### src/rtl/hidscan_pkg.sv
// Shared types and constants for the USB HID configuration descriptor scanner.
// Used by hidscan_parser and usb_hid_config_descriptor_scan_unit; no dependencies.
package hidscan_pkg;

  // Descriptor codes
  localparam logic [7:0] CLASS_HID       = 8'd3;
  localparam logic [7:0] SUBCLASS_NONE   = 8'd0;
  localparam logic [7:0] SUBCLASS_BOOT   = 8'd1;
  localparam logic [7:0] PROTO_NONE      = 8'd0;
  localparam logic [7:0] PROTO_KEYBOARD  = 8'd1;
  localparam logic [7:0] PROTO_MOUSE     = 8'd2;
  localparam logic [7:0] TYPE_INTERFACE  = 8'd4;
  localparam logic [7:0] TYPE_ENDPOINT   = 8'd5;
  localparam logic [7:0] IFACE_MIN_LEN   = 8'd9;
  localparam logic [7:0] EP_MIN_LEN      = 8'd7;
  localparam logic [1:0] XFER_INTERRUPT  = 2'd3;
  localparam logic [7:0] EP_NUM_MASK     = 8'h0F;

  // Byte positions inside a descriptor
  localparam logic [7:0] POS_LENGTH      = 8'd0;
  localparam logic [7:0] POS_TYPE        = 8'd1;
  localparam logic [7:0] POS_IF_NUMBER   = 8'd2;
  localparam logic [7:0] POS_IF_CLASS    = 8'd5;
  localparam logic [7:0] POS_IF_SUBCLASS = 8'd6;
  localparam logic [7:0] POS_IF_PROTOCOL = 8'd7;
  localparam logic [7:0] POS_EP_ADDRESS  = 8'd2;
  localparam logic [7:0] POS_EP_ATTR     = 8'd3;
  localparam logic [7:0] POS_EP_MAXP_LO  = 8'd4;
  localparam logic [7:0] POS_EP_MAXP_HI  = 8'd5;
  localparam logic [7:0] POS_EP_INTERVAL = 8'd6;

  // One endpoint slot of the device record
  typedef struct packed {
    logic [7:0]  intv;
    logic [15:0] maxp;
    logic [4:0]  ep;
    logic [7:0]  iface;
  } slot_t;

  // Device record: classification flags plus both slots
  typedef struct packed {
    slot_t sec;
    slot_t pri;
    logic  boot;
    logic  mouse;
    logic  kbd;
  } record_t;

endpackage

### src/rtl/hidscan_parser.sv
// Descriptor splitter and HID classifier: per-byte state update and device record.
// Depends on hidscan_pkg.
module hidscan_parser
  import hidscan_pkg::*;
(
  input  logic    clk,
  input  logic    rst,
  input  logic    take,       // process one byte this cycle
  input  logic [7:0] data_byte,
  input  logic    last_byte,
  output record_t rec_next    // record after this byte
);

  logic [7:0]  pos, len, dtype;
  logic        stopped, seen;
  logic [7:0]  if_num, if_class, if_sub, if_proto;
  logic [7:0]  ep_addr, ep_attr, ep_intv;
  logic [15:0] ep_maxp;
  record_t     rec;

  logic [7:0]  pos_next, len_next, dtype_next;
  logic        stopped_next, seen_next;
  logic [7:0]  if_num_next, if_class_next, if_sub_next, if_proto_next;
  logic [7:0]  ep_addr_next, ep_attr_next, ep_intv_next;
  logic [15:0] ep_maxp_next;

  logic        cplt, is_if, is_ep, ep_ok;
  logic        m_kbd, m_comp, m_alone;
  logic [4:0]  ep_idx;
  logic [7:0]  ep_num;

  // Byte placement and completion
  always_comb begin
    pos_next      = pos;
    len_next      = len;
    dtype_next    = dtype;
    stopped_next  = stopped;
    if_num_next   = if_num;
    if_class_next = if_class;
    if_sub_next   = if_sub;
    if_proto_next = if_proto;
    ep_addr_next  = ep_addr;
    ep_attr_next  = ep_attr;
    ep_maxp_next  = ep_maxp;
    ep_intv_next  = ep_intv;
    cplt          = 1'b0;
    if (!stopped) begin
      if (pos == POS_LENGTH) begin
        if (data_byte == 8'd0) begin
          stopped_next = 1'b1;
        end else begin
          len_next   = data_byte;
          dtype_next = 8'd0;
        end
      end else if (pos == POS_TYPE) begin
        dtype_next = data_byte;
      end else if (dtype == TYPE_INTERFACE && len >= IFACE_MIN_LEN) begin
        if (pos == POS_IF_NUMBER)   if_num_next   = data_byte;
        if (pos == POS_IF_CLASS)    if_class_next = data_byte;
        if (pos == POS_IF_SUBCLASS) if_sub_next   = data_byte;
        if (pos == POS_IF_PROTOCOL) if_proto_next = data_byte;
      end else if (dtype == TYPE_ENDPOINT && len >= EP_MIN_LEN) begin
        if (pos == POS_EP_ADDRESS)  ep_addr_next  = data_byte;
        if (pos == POS_EP_ATTR)     ep_attr_next  = data_byte;
        if (pos == POS_EP_MAXP_LO)  ep_maxp_next  = {8'd0, data_byte};
        if (pos == POS_EP_MAXP_HI)  ep_maxp_next  = {data_byte, ep_maxp[7:0]};
        if (pos == POS_EP_INTERVAL) ep_intv_next  = data_byte;
      end
      // zero length byte stops without advancing
      if (!(pos == POS_LENGTH && data_byte == 8'd0)) begin
        if (({1'b0, pos} + 9'd1) >= {1'b0, len_next}) begin
          cplt     = 1'b1;
          pos_next = 8'd0;
        end else begin
          pos_next = pos + 8'd1;
        end
      end
    end
  end

  // Acting on a completed interface or endpoint descriptor
  assign is_if  = (dtype_next == TYPE_INTERFACE) && (len_next >= IFACE_MIN_LEN);
  assign is_ep  = (dtype_next == TYPE_ENDPOINT) && (len_next >= EP_MIN_LEN);
  assign ep_num = ep_addr_next & EP_NUM_MASK;
  assign ep_idx = {ep_num[3:0], 1'b1};
  assign ep_ok  = (if_class_next == CLASS_HID) && ep_addr_next[7]
                  && (ep_attr_next[1:0] == XFER_INTERRUPT);
  assign m_kbd   = rec.kbd && (if_num_next == rec.pri.iface);
  assign m_comp  = rec.mouse && (rec.sec.iface != 8'd0) && (if_num_next == rec.sec.iface);
  assign m_alone = rec.mouse && !rec.kbd && (if_num_next == rec.pri.iface);

  // A complete interface descriptor enables later endpoints
  assign seen_next = seen || (cplt && is_if);

  always_comb begin
    rec_next = rec;
    if (cplt && is_if) begin
      if (if_class_next == CLASS_HID) begin
        if (if_sub_next == SUBCLASS_BOOT && if_proto_next == PROTO_KEYBOARD) begin
          if (!rec.kbd) begin
            rec_next.kbd       = 1'b1;
            rec_next.boot      = 1'b1;
            rec_next.pri.iface = if_num_next;
          end
        end else if (if_sub_next == SUBCLASS_BOOT && if_proto_next == PROTO_MOUSE) begin
          if (!rec.mouse) begin
            rec_next.mouse = 1'b1;
            rec_next.boot  = 1'b1;
            if (rec.kbd) rec_next.sec.iface = if_num_next;
            else         rec_next.pri.iface = if_num_next;
          end
        end else if (if_sub_next == SUBCLASS_NONE && if_proto_next == PROTO_NONE) begin
          if (rec.kbd && !rec.mouse) begin
            rec_next.mouse     = 1'b1;
            rec_next.boot      = 1'b0;
            rec_next.sec.iface = if_num_next;
          end else if (!rec.kbd && !rec.mouse) begin
            rec_next.kbd       = 1'b1;
            rec_next.boot      = 1'b0;
            rec_next.pri.iface = if_num_next;
          end
        end
      end
    end else if (cplt && is_ep && seen && ep_ok) begin
      priority if (m_kbd && rec.pri.ep == 5'd0) begin
        rec_next.pri.ep   = ep_idx;
        rec_next.pri.maxp = ep_maxp_next;
        rec_next.pri.intv = ep_intv_next;
      end else if (m_comp && rec.sec.ep == 5'd0) begin
        rec_next.sec.ep   = ep_idx;
        rec_next.sec.maxp = ep_maxp_next;
        rec_next.sec.intv = ep_intv_next;
      end else if (m_alone && rec.pri.ep == 5'd0) begin
        rec_next.pri.ep   = ep_idx;
        rec_next.pri.maxp = ep_maxp_next;
        rec_next.pri.intv = ep_intv_next;
      end
    end
  end

  // State registers; the last byte returns everything to reset
  always_ff @(posedge clk) begin
    if (rst || (take && last_byte)) begin
      pos      <= 8'd0;
      len      <= 8'd0;
      dtype    <= 8'd0;
      stopped  <= 1'b0;
      seen     <= 1'b0;
      if_num   <= 8'd0;
      if_class <= 8'd0;
      if_sub   <= 8'd0;
      if_proto <= 8'd0;
      ep_addr  <= 8'd0;
      ep_attr  <= 8'd0;
      ep_maxp  <= 16'd0;
      ep_intv  <= 8'd0;
      rec      <= '0;
    end else if (take) begin
      pos      <= pos_next;
      len      <= len_next;
      dtype    <= dtype_next;
      stopped  <= stopped_next;
      seen     <= seen_next;
      if_num   <= if_num_next;
      if_class <= if_class_next;
      if_sub   <= if_sub_next;
      if_proto <= if_proto_next;
      ep_addr  <= ep_addr_next;
      ep_attr  <= ep_attr_next;
      ep_maxp  <= ep_maxp_next;
      ep_intv  <= ep_intv_next;
      rec      <= rec_next;
    end
  end

endmodule

### src/rtl/usb_hid_config_descriptor_scan_unit.sv
// USB HID configuration descriptor scanner, top level.
// Depends on hidscan_pkg and hidscan_parser.
//
// Usage:
//   Slave side carries the descriptor set one byte per word (s_tdata), with
//   s_tlast on the final byte. Master side returns one 80-bit device record
//   per descriptor set, on the word after the set's last byte.
// Output: a last byte waits in the input register, then its record is loaded
//   into the result register and m_tvalid rises; a full result register can
//   hold the byte in between. Throughput: one byte per cycle unless a last byte
//   is held so; the per-byte descriptor state update is a single combinational
//   pass between the input and state registers.
// Stall: bytes that are not last keep flowing while a record waits on
//   m_tready; a last byte waits in the input register until the result
//   register is free, and s_tready drops meanwhile.
// Reset: rst clears the parse state, the record and both valid flags. The
//   parse state is also cleared after each last byte, ready for the next set.
module usb_hid_config_descriptor_scan_unit
  import hidscan_pkg::*;
(
  input  logic        clk,
  input  logic        rst,
  input  logic        s_tvalid,
  output logic        s_tready,
  input  logic [7:0]  s_tdata,   // data_byte[7:0]
  input  logic        s_tlast,   // last_byte
  output logic        m_tvalid,
  input  logic        m_tready,
  output logic [79:0] m_tdata    // keyboard_found, mouse_found, boot_protocol,
                                 // primary_interface[8], primary_endpoint[5],
                                 // primary_max_packet[16], primary_interval[8],
                                 // secondary_interface[8], secondary_endpoint[5],
                                 // secondary_max_packet[16], secondary_interval[8],
                                 // 3 zero pad bits
);

  logic       in_valid, in_last;
  logic [7:0] in_byte;
  logic       out_free, take;
  record_t    rec_next, out_rec;

  // Pipeline advance control
  assign out_free = !m_tvalid || m_tready;
  assign take     = in_valid && (!in_last || out_free);
  assign s_tready = !in_valid || take;

  // Input register
  always_ff @(posedge clk) begin
    if (rst) begin
      in_valid <= 1'b0;
    end else if (s_tvalid && s_tready) begin
      in_valid <= 1'b1;
    end else if (take) begin
      in_valid <= 1'b0;
    end
  end

  always_ff @(posedge clk) begin
    if (s_tvalid && s_tready) begin
      in_byte <= s_tdata;
      in_last <= s_tlast;
    end
  end

  hidscan_parser u_parser (
    .clk       (clk),
    .rst       (rst),
    .take      (take),
    .data_byte (in_byte),
    .last_byte (in_last),
    .rec_next  (rec_next)
  );

  // Result register
  always_ff @(posedge clk) begin
    if (rst) begin
      m_tvalid <= 1'b0;
    end else if (take && in_last) begin
      m_tvalid <= 1'b1;
    end else if (m_tready) begin
      m_tvalid <= 1'b0;
    end
  end

  always_ff @(posedge clk) begin
    if (take && in_last) begin
      out_rec <= rec_next;
    end
  end

  assign m_tdata = {3'b000,
                    out_rec.sec.intv, out_rec.sec.maxp, out_rec.sec.ep, out_rec.sec.iface,
                    out_rec.pri.intv, out_rec.pri.maxp, out_rec.pri.ep, out_rec.pri.iface,
                    out_rec.boot, out_rec.mouse, out_rec.kbd};

endmodule
### config.mk
export PLATFORM = sky130hd
export DESIGN_NAME = usb_hid_config_descriptor_scan_unit
export DESIGN_NICKNAME = d
export VERILOG_FILES = /design/src/rtl/hidscan_pkg.sv /design/src/rtl/hidscan_parser.sv /design/src/rtl/usb_hid_config_descriptor_scan_unit.sv
export SDC_FILE = /design/constraint.sdc
export NUM_CORES = 1
export LEC_CHECK = 0
export BUFFER_PORTS_ARGS = -buffer_cell sky130_fd_sc_hd__buf_2
export CORE_MARGIN = 4
export CORE_UTILIZATION = 42
export CTS_BUF_LIST = sky130_fd_sc_hd__clkbuf_4 sky130_fd_sc_hd__clkbuf_8
export DETAILED_ROUTE_END_ITERATION = 16
export GPL_TIMING_DRIVEN = 0
export PLACE_DENSITY_LB_ADDON = 0.2
export SYNTH_ARGS = -nofsm -noshare
export SYNTH_HDL_FRONTEND = slang
export SYNTH_SLANG_ARGS = --single-unit
### constraint.sdc
create_clock -name clk -period 6.3 [get_ports clk]
set_input_delay 1.575 -clock clk [delete_from_list [all_inputs] [get_ports clk]]
set_output_delay 1.575 -clock clk [all_outputs]
set_load 0.005 [all_outputs]
==> run metrics, run 1 <==
Synth Cell Area=11,900 um^2; worst path required time=6.60 ns; # diodes=0; largest net degree at the start of global routing=55; initial antenna violation count=0; final net count=1,360; Final Hold Vio Count=0; Routed Antenna Nets=0; area growth from synthesis to layout=16.0%; Worst EP arrival=6.02 ns; effective utilization at floorplan=0.427; pwr/cell area=251 nW/um^2; EDFF count, synth=86; Worst Clk Skew=0.0350 ns; cell at the slowest stage of the critical path=or4_4; worst relative slew slack=0.212; count of different cell masters after synthesis=70; DRT iter0 DRCs=749; post-cts gate resize count=0; count leader, synth=nand2_1; hold crit path type=register to register; Seq cells post-synth=254; post-CTS setup buffers=0; Worst path top cell family by delay=simple AND/OR/NAND/NOR gates; Port Buffers=91; CP Buf/Inv Count=4; Die Footprint=31,100 um^2; number of global-route vias before repair=9,336; sequential fraction of the synthesis area=0.500; Cell Area, Placed=12,900 um^2; crit end category=register; Synth area leader=dfxtp_1; Die W=176 um; DR DRC count=0; Root Buffer=clkbuf_8; global route overflow=0; share of post-route cells with drive strength above 1=0.210; Yosys Warn Count=0; Final Wtd Congestion=0.975; vias per cell=5.47; Routed WL=33,400 um; row count=61; H-tree levels=2; register area=5950 um^2; Cells after Synth=1,195; GR Util All Layers=0.211; critical-path cell list=buf_2 > or4_4 > nor3_1 > clkbuf_1 > nand2_1 > nand2_1 > nand2_1 > ha_1 > nand2b_1 > a21o_1 > a211oi_1 > o31a_1 > or3_1 > nor2_1 > nor4b_1 > buf_2 > buf_2 > mux2_2; Fin Setup TNS=0 ns; area of the multi-input gates=5560 um^2; top cells by count, synth=nand2_1, dfxtp_1, edfxtp_1; placeable core area=27,900 um^2; ranking of synthesized cells by area=dfxtp_1, edfxtp_1, mux2_2; final setup margin=0.578 ns; first-pass GRT wire length=52,300 um; filler instances=2,612; CTS Buf Count=44; Leak=5.74 nW; CTS tree=built; top-area cell type share of the netlist area=0.283; Least-Margin Pin Slew=1.17 ns; hold_buf cts=0; crit start category=register; first-pass iteration count of the detailed router=6; type of the worst setup path=register to register; FMAX=175 MHz; Top FF cell, synth=dfxtp_1; clk_lat worst skew=0.57 ns; max-cap violations=0; IO Count=95; Final Cell Area=13,800 um^2; Clock transition at path regs=0.06 ns; Sink Count=254; RSZ-0062 raised after global routing=false; dpl ws=0.626 ns; drt wl/cell=19.1 um; outcome=finished, final reports clean; Max rail drop VDD=111 uV; worst stage delay on the critical path=0.58 ns; Post-Syn Area per Cell=9.96 um^2; vias=9,563; Final Cycle Share=0.908; HPWL after DPL=23,600 um; Post-synth ARST share=0; Clock Tree Buf Depth=3; Setup Viol. Count Final=0; min Tclk post-route=5.72 ns; Die Ht=176 um; CP max FO=10; max-slew violations=0
worst min-delay path, stage by stage, from the launching register on:
cell,delay (ns)
dfxtp_1,0.31
nand2_1,0.05
a21oi_1,0.05
logic make-up after synthesis:
| logic type | after synthesis | share of synthesized area |
|---|---|---|
| AO/OA/AOI/OAI | 223 | 0.131 |
| XOR/XNOR | 29 | 0.0220 |
| adder cells (fa/ha/maj) | 12 | 0.0126 |
| buffers and inverters | 96 | 0.0341 |
| flip-flops | 254 | 0.500 |
| multiplexers | 151 | 0.136 |
| other | 1 | 0.000315 |
| AND/OR/NAND/NOR | 429 | 0.164 |
flip-flops by register name, summed over array words and instances, names as in the netlist:
name	cells
u_parser.ep_intv	8
u_parser.if_proto	8
u_parser.pos	8
u_parser.len	8
u_parser.seen	1
in_last	1
u_parser.ep_addr	5
in_valid	1
in_byte	8
u_parser.rec	77
m_tvalid	1
u_parser.stopped	1
u_parser.ep_attr	2
u_parser.ep_maxp	16
u_parser.if_class	8
u_parser.if_sub	8
u_parser.if_num	8
u_parser.dtype	8
m_tdata	77
metrics by stage:
stage          utilization  hold slack, ns  cells  total power, W
2_1_floorplan            -           0.428   1197         0.00186
3_3_place_gp         0.461           0.437   1666         0.00194
3_5_place_dp         0.462           0.442   1667         0.00194
4_1_cts              0.495           0.449   1747         0.00350
5_1_grt              0.495           0.459   1747         0.00359
6_report             0.495           0.450   1747         0.00346
power by group:
group          switching, W  internal (W)  leakage (nW)
combinational      0.000137     0.0000511          2.95
sequential        0.0000127       0.00171          2.29
clock              0.000669      0.000888         0.497
cell usage in the layout (no fill, tap or decap), drive strengths merged, types with 15 or more instances in the layout:
| master | synthesis | final |
|---|---|---|
| nor4 | 19 | 19 |
| nor3 | 19 | 19 |
| inv | 14 | 15 |
| buf | 23 | 115 |
| nor2 | 86 | 86 |
| mux2i | 69 | 69 |
| mux2 | 82 | 82 |
| o21ai | 20 | 20 |
| dfxtp | 168 | 168 |
| a211oi | 15 | 15 |
| nand2 | 202 | 202 |
| a21oi | 66 | 66 |
| edfxtp | 86 | 86 |
| clkbuf | 59 | 128 |
| nand3 | 27 | 27 |
| xnor2 | 17 | 17 |
| a21o | 16 | 16 |
routing by layer:
layer | part of all wire | GRT usage | vias up
li1 | - | - | 4600
met1 | 0.45 | 0.294 | 4544
met2 | 0.45 | 0.335 | 341
met3 | 0.064 | 0.0343 | 78
met4 | 0.034 | 0.0744 | 0
met5 | 0 | 0 | -
area by class of cell:
cell class / instances / share of cell area
Sequential cell: 254 / 0.431
Multi-Input combinational cell: 847 / 0.403
Clock buffer: 69 / 0.0607
Timing Repair Buffer: 92 / 0.0350
Tap cell: 378 / 0.0343
Buffer: 82 / 0.0258
Clock inverter: 11 / 0.00653
Inverter: 14 / 0.00381
worst paths after layout:
check | startpoint | cells after the start | endpoint | slack, ns
setup reg to reg | u_parser.pos[4]$_SDFFE_PP0P_ | 18 | m_tdata[71]$_DFFE_PP_ | 0.58
hold / removal | u_parser.ep_maxp[5]$_SDFFE_PP0P_ | 2 | u_parser.ep_maxp[5]$_SDFFE_PP0P_ | 0.45
setup / recovery | u_parser.pos[4]$_SDFFE_PP0P_ | 18 | m_tdata[71]$_DFFE_PP_ | 0.58
hold reg to reg | u_parser.ep_maxp[5]$_SDFFE_PP0P_ | 2 | u_parser.ep_maxp[5]$_SDFFE_PP0P_ | 0.45
(Power assumes the default switching activity.)
==> run 2: changes to the inputs <==
Settings changed: ABC_AREA from default to 1.
==> run metrics, run 2 <==
RR Endpoint=m_tdata[10]$_DFFE_PP_; Worst EP arrival=4.89 ns; met1 Use GR=0.304; failing checks=capacitance limit, slew limit; Critical Path Start=in_byte[3]$_DFFE_PP_; Final Cycle Share=0.726; effective utilization at floorplan=0.430; DR DRC count=0; Post-synth ARST share=0; Port Buffers=91; sequential fraction of the synthesis area=0.463; EDFF count, synth=86; Clock Tree Buf Depth=3; first-pass iteration count of the detailed router=6; largest net degree at the start of global routing=47; Yosys Warn Count=0; Final Power=0.00358 W; Die Ht=183 um; ranking of synthesized cells by area=dfxtp_1, edfxtp_1, nand2_1; Routed WL=38,300 um; Setup Viol. Count Final=0; max-slew violations=8; number of global-route vias before repair=11,152; clk_lat worst skew=0.58 ns; Hold Path End=u_parser.rec[11]$_SDFFE_PP0P_; final net count=1,933; Die W=183 um; final setup margin=1.73 ns; DRT iter0 DRCs=1,060; top cells by count, synth=nand2_1, inv_1, nor2_1; RSZ-0062 raised after global routing=false; IO Count=95; HPWL after DPL=28,200 um; Clock transition at path regs=0.06 ns; placeable core area=29,900 um^2; post-CTS setup buffers=0; crit end category=register; area growth from synthesis to layout=14.0%; Cells after Synth=1,769; most common cell after layout, fill and taps aside=nand2_1; start point of the worst min-delay path=u_parser.rec[11]$_SDFFE_PP0P_; Final Cell Area=14,700 um^2; Synth area leader=dfxtp_1; Die Footprint=33,500 um^2; drt wl/cell=16.4 um; worst relative slew slack=-0.0286; Post-Syn Area per Cell=7.27 um^2; initial antenna violation count=1; row count=63; GR Util All Layers=0.225; Final Hold Vio Count=0; worst path required time=6.61 ns; Cell Area, Placed=13,800 um^2; launch point of the worst reg-to-reg path=in_byte[3]$_DFFE_PP_; CTS Buf Count=43; max-cap violations=1; first-pass GRT wire length=60,200 um; Top FF cell, synth=dfxtp_1; pwr/cell area=244 nW/um^2; Final Wtd Congestion=0.929; CP max FO=10; Max rail drop VDD=163 uV; count of different cell masters after synthesis=49; H-tree levels=2; Routed Antenna Nets=0; global route overflow=0; Root Buffer=clkbuf_8; crit start category=register; M3 GR Usage=0.0458; global routing's busiest layer=met2; filler instances=3,011; min Tclk post-route=4.57 ns; hold_buf cts=0; Sink Count=254; outcome=finished with violations; post-cts gate resize count=0; flop2flop setup slack=1.73 ns; count leader, synth=nand2_1; CTS tree=built; # diodes=0; Least-Margin Pin Slew=1.53 ns; type of the worst setup path=register to register; hold crit path type=register to register; Fin Setup TNS=0 ns; share of post-route cells with drive strength above 1=0.110; hold path depth=2; Seq cells post-synth=254; FMAX=219 MHz; most frequent cells in the layout=nand2_1, inv_1, nor2_1, o21ai_0, dfxtp_1; Worst Clk Skew=0.0323 ns; Synth Cell Area=12,900 um^2; vias per cell=5.09; top-area cell type share of the netlist area=0.262; cells on worst reg2reg path=16; Leak=6.77 nW; dpl ws=1.80 ns; vias=11,873; grt met2 use=0.360
## run 2: changes by cell type after synthesis, moves of 16 or more
cell,delta
inv_1,+244
nor4_1,-17
nand3_1,+51
nand4_1,+42
a21o_1,-16
nand2_1,+246
o21ai_1,+16
mux2i_1,-61
nor2_1,+117
xnor2_1,-16
o21ai_0,+151
mux2_2,-80
o211ai_1,+41
## run 2: layout make-up
type / instances / area (um^2) / share of cell area
sequential: 254 / 5950 / 0.406
multi-input combinational: 1166 / 5530 / 0.377
inverter: 270 / 1020 / 0.0693
clock buffer: 57 / 716 / 0.0488
tap: 390 / 488 / 0.0333
timing repair buffer: 92 / 483 / 0.0330
buffer: 81 / 370 / 0.0253
clock inverter: 21 / 104 / 0.00709
## run 2: power by group
part | total, W | switching (W) | internal, W
clock network | 0.00142 | 0.000679 | 0.000745
registers | 0.00178 | 0.0000392 | 0.00174
logic | 0.000372 | 0.000263 | 0.000109
total | 0.00358 | 0.000981 | 0.00260
## run 2: per-layer routing
layer	vias to the layer above	routed length [um]
met2	431	16900
li1	5984	-
met5	-	13
met4	2	1260
met1	5369	17100
met3	87	3040
## run 2: through the flow
step	hold slack [ns]	std cells	utilization
6_report	0.476	2331	0.490
4_1_cts	0.477	2331	0.490
3_3_place_gp	0.455	2252	0.462
2_1_floorplan	0.445	1771	-
3_5_place_dp	0.465	2253	0.463
5_1_grt	0.499	2331	0.490
## run 2: worst max-delay path by stage
stage                            end  slack, ns  cells after the start
2_1_floorplan   m_tdata[0]$_DFFE_PP_       2.41                      6
3_3_place_gp   m_tdata[49]$_DFFE_PP_       1.31                      7
3_5_place_dp   m_tdata[10]$_DFFE_PP_       1.80                     16
4_1_cts        m_tdata[10]$_DFFE_PP_       1.75                     16
5_1_grt        m_tdata[10]$_DFFE_PP_       1.37                     16
6_report       m_tdata[10]$_DFFE_PP_       1.73                     16
## run 2: logic make-up after synthesis
group                      after synthesis  synth area share
AOI/OAI and AO/OA                      317             0.137
and+or+nand+nor                        820             0.271
muxes                                    8           0.00623
DFF                                    254             0.463
xor gates and xnor gates                 6           0.00409
adders and majority gates               12            0.0117
other                                    1          0.000292
buffers and inverters                  351             0.108
## run 2: worst max-delay path, stage by stage (launching register included)
cell and delay (ns):
edfxtp_1 0.61, inv_1 0.45, nand3_1 0.16, o21ai_1 0.45, a21boi_0 0.24, ha_1 0.37
nand2_1 0.08, nand3b_1 0.16, nor2_1 0.09, nor2_1 0.06, nand3_1 0.15, nand3_1 0.22
nor3_4 0.59, buf_2 0.33, nand3_1 0.11, nand3_1 0.17, inv_1 0.06
==> run 3: changes to the inputs <==
Clock period 6.3 ns to 3.8 ns, I/O delays scaled along.
==> run metrics, run 3 (synthesis results as in run 2) <==
hold_buf cts=0; type of the worst setup path=register to register; most common cell after layout, fill and taps aside=nand2_1; worst stage delay on the critical path=0.53 ns; Sink Count=254; initial antenna violation count=2; effective utilization at floorplan=0.430; Critical Path Start=in_byte[4]$_DFFE_PP_; critical-path cell list=clkinvlp_4 > nand3_4 > nor2_4 > nor2_4 > o21ai_2 > inv_1 > ha_4 > a21oi_1 > o31a_1 > nor2_1 > nor2_1 > nand2_1 > nor2_1 > nor2_2 > nand2_2 > nor3_4 > buf_6 > nand3_2 > clkbuf_8 > nand2_1 > o21ai_0; Routed WL=39,900 um; CTS tree=built; Non-Filler Instances=2,364; Worst path top cell family by delay=simple AND/OR/NAND/NOR gates; Final Cell Area=15,200 um^2; Final Hold Vio Count=0; Die Footprint=33,500 um^2; Die Ht=183 um; worst path required time=4.08 ns; # diodes=0; max-cap violations=0; outcome=finished, final reports clean; most frequent cells in the layout=nand2_1, inv_1, nor2_1, dfxtp_1, o21ai_0; Setup Viol. Count Final=0; placeable core area=29,900 um^2; Worst EP arrival=3.95 ns; vias=12,126; launch point of the worst reg-to-reg path=in_byte[4]$_DFFE_PP_; Least-Margin Pin Slew=0.894 ns; Critical Path Most Common Cell=nor2_1; GR Util All Layers=0.231; Leak=6.97 nW; first-pass iteration count of the detailed router=8; crit end category=register; pwr/cell area=395 nW/um^2; share of post-route cells with drive strength above 1=0.145; CP Buf/Inv Count=4; CP max FO=10; worst relative slew slack=0.399; first-pass GRT wire length=61,300 um; Clock Tree Buf Depth=3; Final Power=0.00599 W; hold crit path type=register to register; Final Wtd Congestion=0.929; area growth from synthesis to layout=18.0%; max-slew violations=0; DR DRC count=0; Port Buffers=91; Max rail drop VDD=285 uV; H-tree levels=2; Die W=183 um; Cell Area, Placed=13,800 um^2; Util after Layout=0.508; cell count after placement=2,253; IO Count=95; vias per cell=5.13; Worst Clk Skew=0.0282 ns; largest net degree at the start of global routing=47; HPWL after DPL=28,200 um; Root Buffer=clkbuf_8; DRT iter0 DRCs=1,112; final net count=1,966; CTS Buf Count=43; drt wl/cell=16.9 um; crit start category=register; number of global-route vias before repair=11,230; row count=63; FMAX=273 MHz; Clock transition at path regs=0.06 ns; start point of the worst min-delay path=u_parser.rec[11]$_SDFFE_PP0P_; global route overflow=0; min Tclk post-route=3.67 ns; clk_lat worst skew=0.58 ns; cell at the slowest stage of the critical path=edfxtp_1; Routed Antenna Nets=0; Hold WS=0.476 ns; Final Cycle Share=0.965
run 3: cell types whose count changed in the layout (fill, tap and decap cells not counted), moves of 4 or more:
cell | previous run | this run
clkbuf_2 | 1 | 5
buf_4 | 7 | 38
nor2_2 | 2 | 6
clkbuf_1 | 50 | 42
inv_1 | 257 | 252
o21ai_0 | 170 | 164
nor2_4 | 2 | 6
nand3_1 | 78 | 74
nor2_1 | 202 | 194
run 3: cell type report:
cell class | count | area [um^2]
Clock inverter | 21 | 104
Timing Repair Buffer | 124 | 752
Inverter | 270 | 1030
Multi-Input combinational cell | 1167 | 5720
Buffer | 81 | 405
Sequential cell | 254 | 5950
Tap cell | 390 | 488
Clock buffer | 57 | 716
Fill cell | 2968 | 14700
run 3: where the power goes:
group / internal [W] / switching, W / leakage [nW]
clock network: 0.00123 / 0.00113 / 0.434
registers: 0.00289 / 0.0000560 / 2.23
logic: 0.000207 / 0.000472 / 4.31
total: 0.00433 / 0.00166 / 6.97
run 3: final timing paths:
kind                                                       to  cells past startpoint  slack, ns
worst max-delay path                    m_tdata[60]$_DFFE_PP_                     21       0.13
worst min register to register  u_parser.rec[11]$_SDFFE_PP0P_                      2       0.48
worst min-delay path            u_parser.rec[11]$_SDFFE_PP0P_                      2       0.48
worst max register to register          m_tdata[60]$_DFFE_PP_                     21       0.13
run 3: layer usage:
| metal | up-vias | share of wire | GRT usage |
|---|---|---|---|
| li1 | 6044 | - | - |
| met2 | 447 | 0.44 | 0.365 |
| met5 | - | 0.00033 | 0 |
| met3 | 101 | 0.080 | 0.0448 |
| met4 | 2 | 0.036 | 0.0837 |
| met1 | 5532 | 0.45 | 0.316 |
run 3: worst register-to-register path, cell delays in order (launching register included):
cell and delay, ns:
edfxtp_1 0.53, clkinvlp_4 0.21, nand3_4 0.11, nor2_4 0.16, nor2_4 0.07, o21ai_2 0.18
inv_1 0.10, ha_4 0.28, a21oi_1 0.06, o31a_1 0.23, nor2_1 0.08, nor2_1 0.06
nand2_1 0.06, nor2_1 0.07, nor2_2 0.16, nand2_2 0.08, nor3_4 0.16, buf_6 0.16
nand3_2 0.20, clkbuf_8 0.25, nand2_1 0.06, o21ai_0 0.11
run 3: timing repair:
action,4_1_cts,5_1_grt
buffers inserted,14,18
gates resized for setup,25,53
pin swaps,3,7
setup endpoints to repair,153,153
cloned,0,1
run 3: through the flow:
stage / setup WS (ns) / setup TNS, ns
2_1_floorplan: 0.532 / 0
3_3_place_gp: -0.666 / -104.49
3_5_place_dp: -0.696 / -71.03
4_1_cts: 0.00705 / 0
5_1_grt: -0.0995 / -4.69
6_report: 0.135 / 0
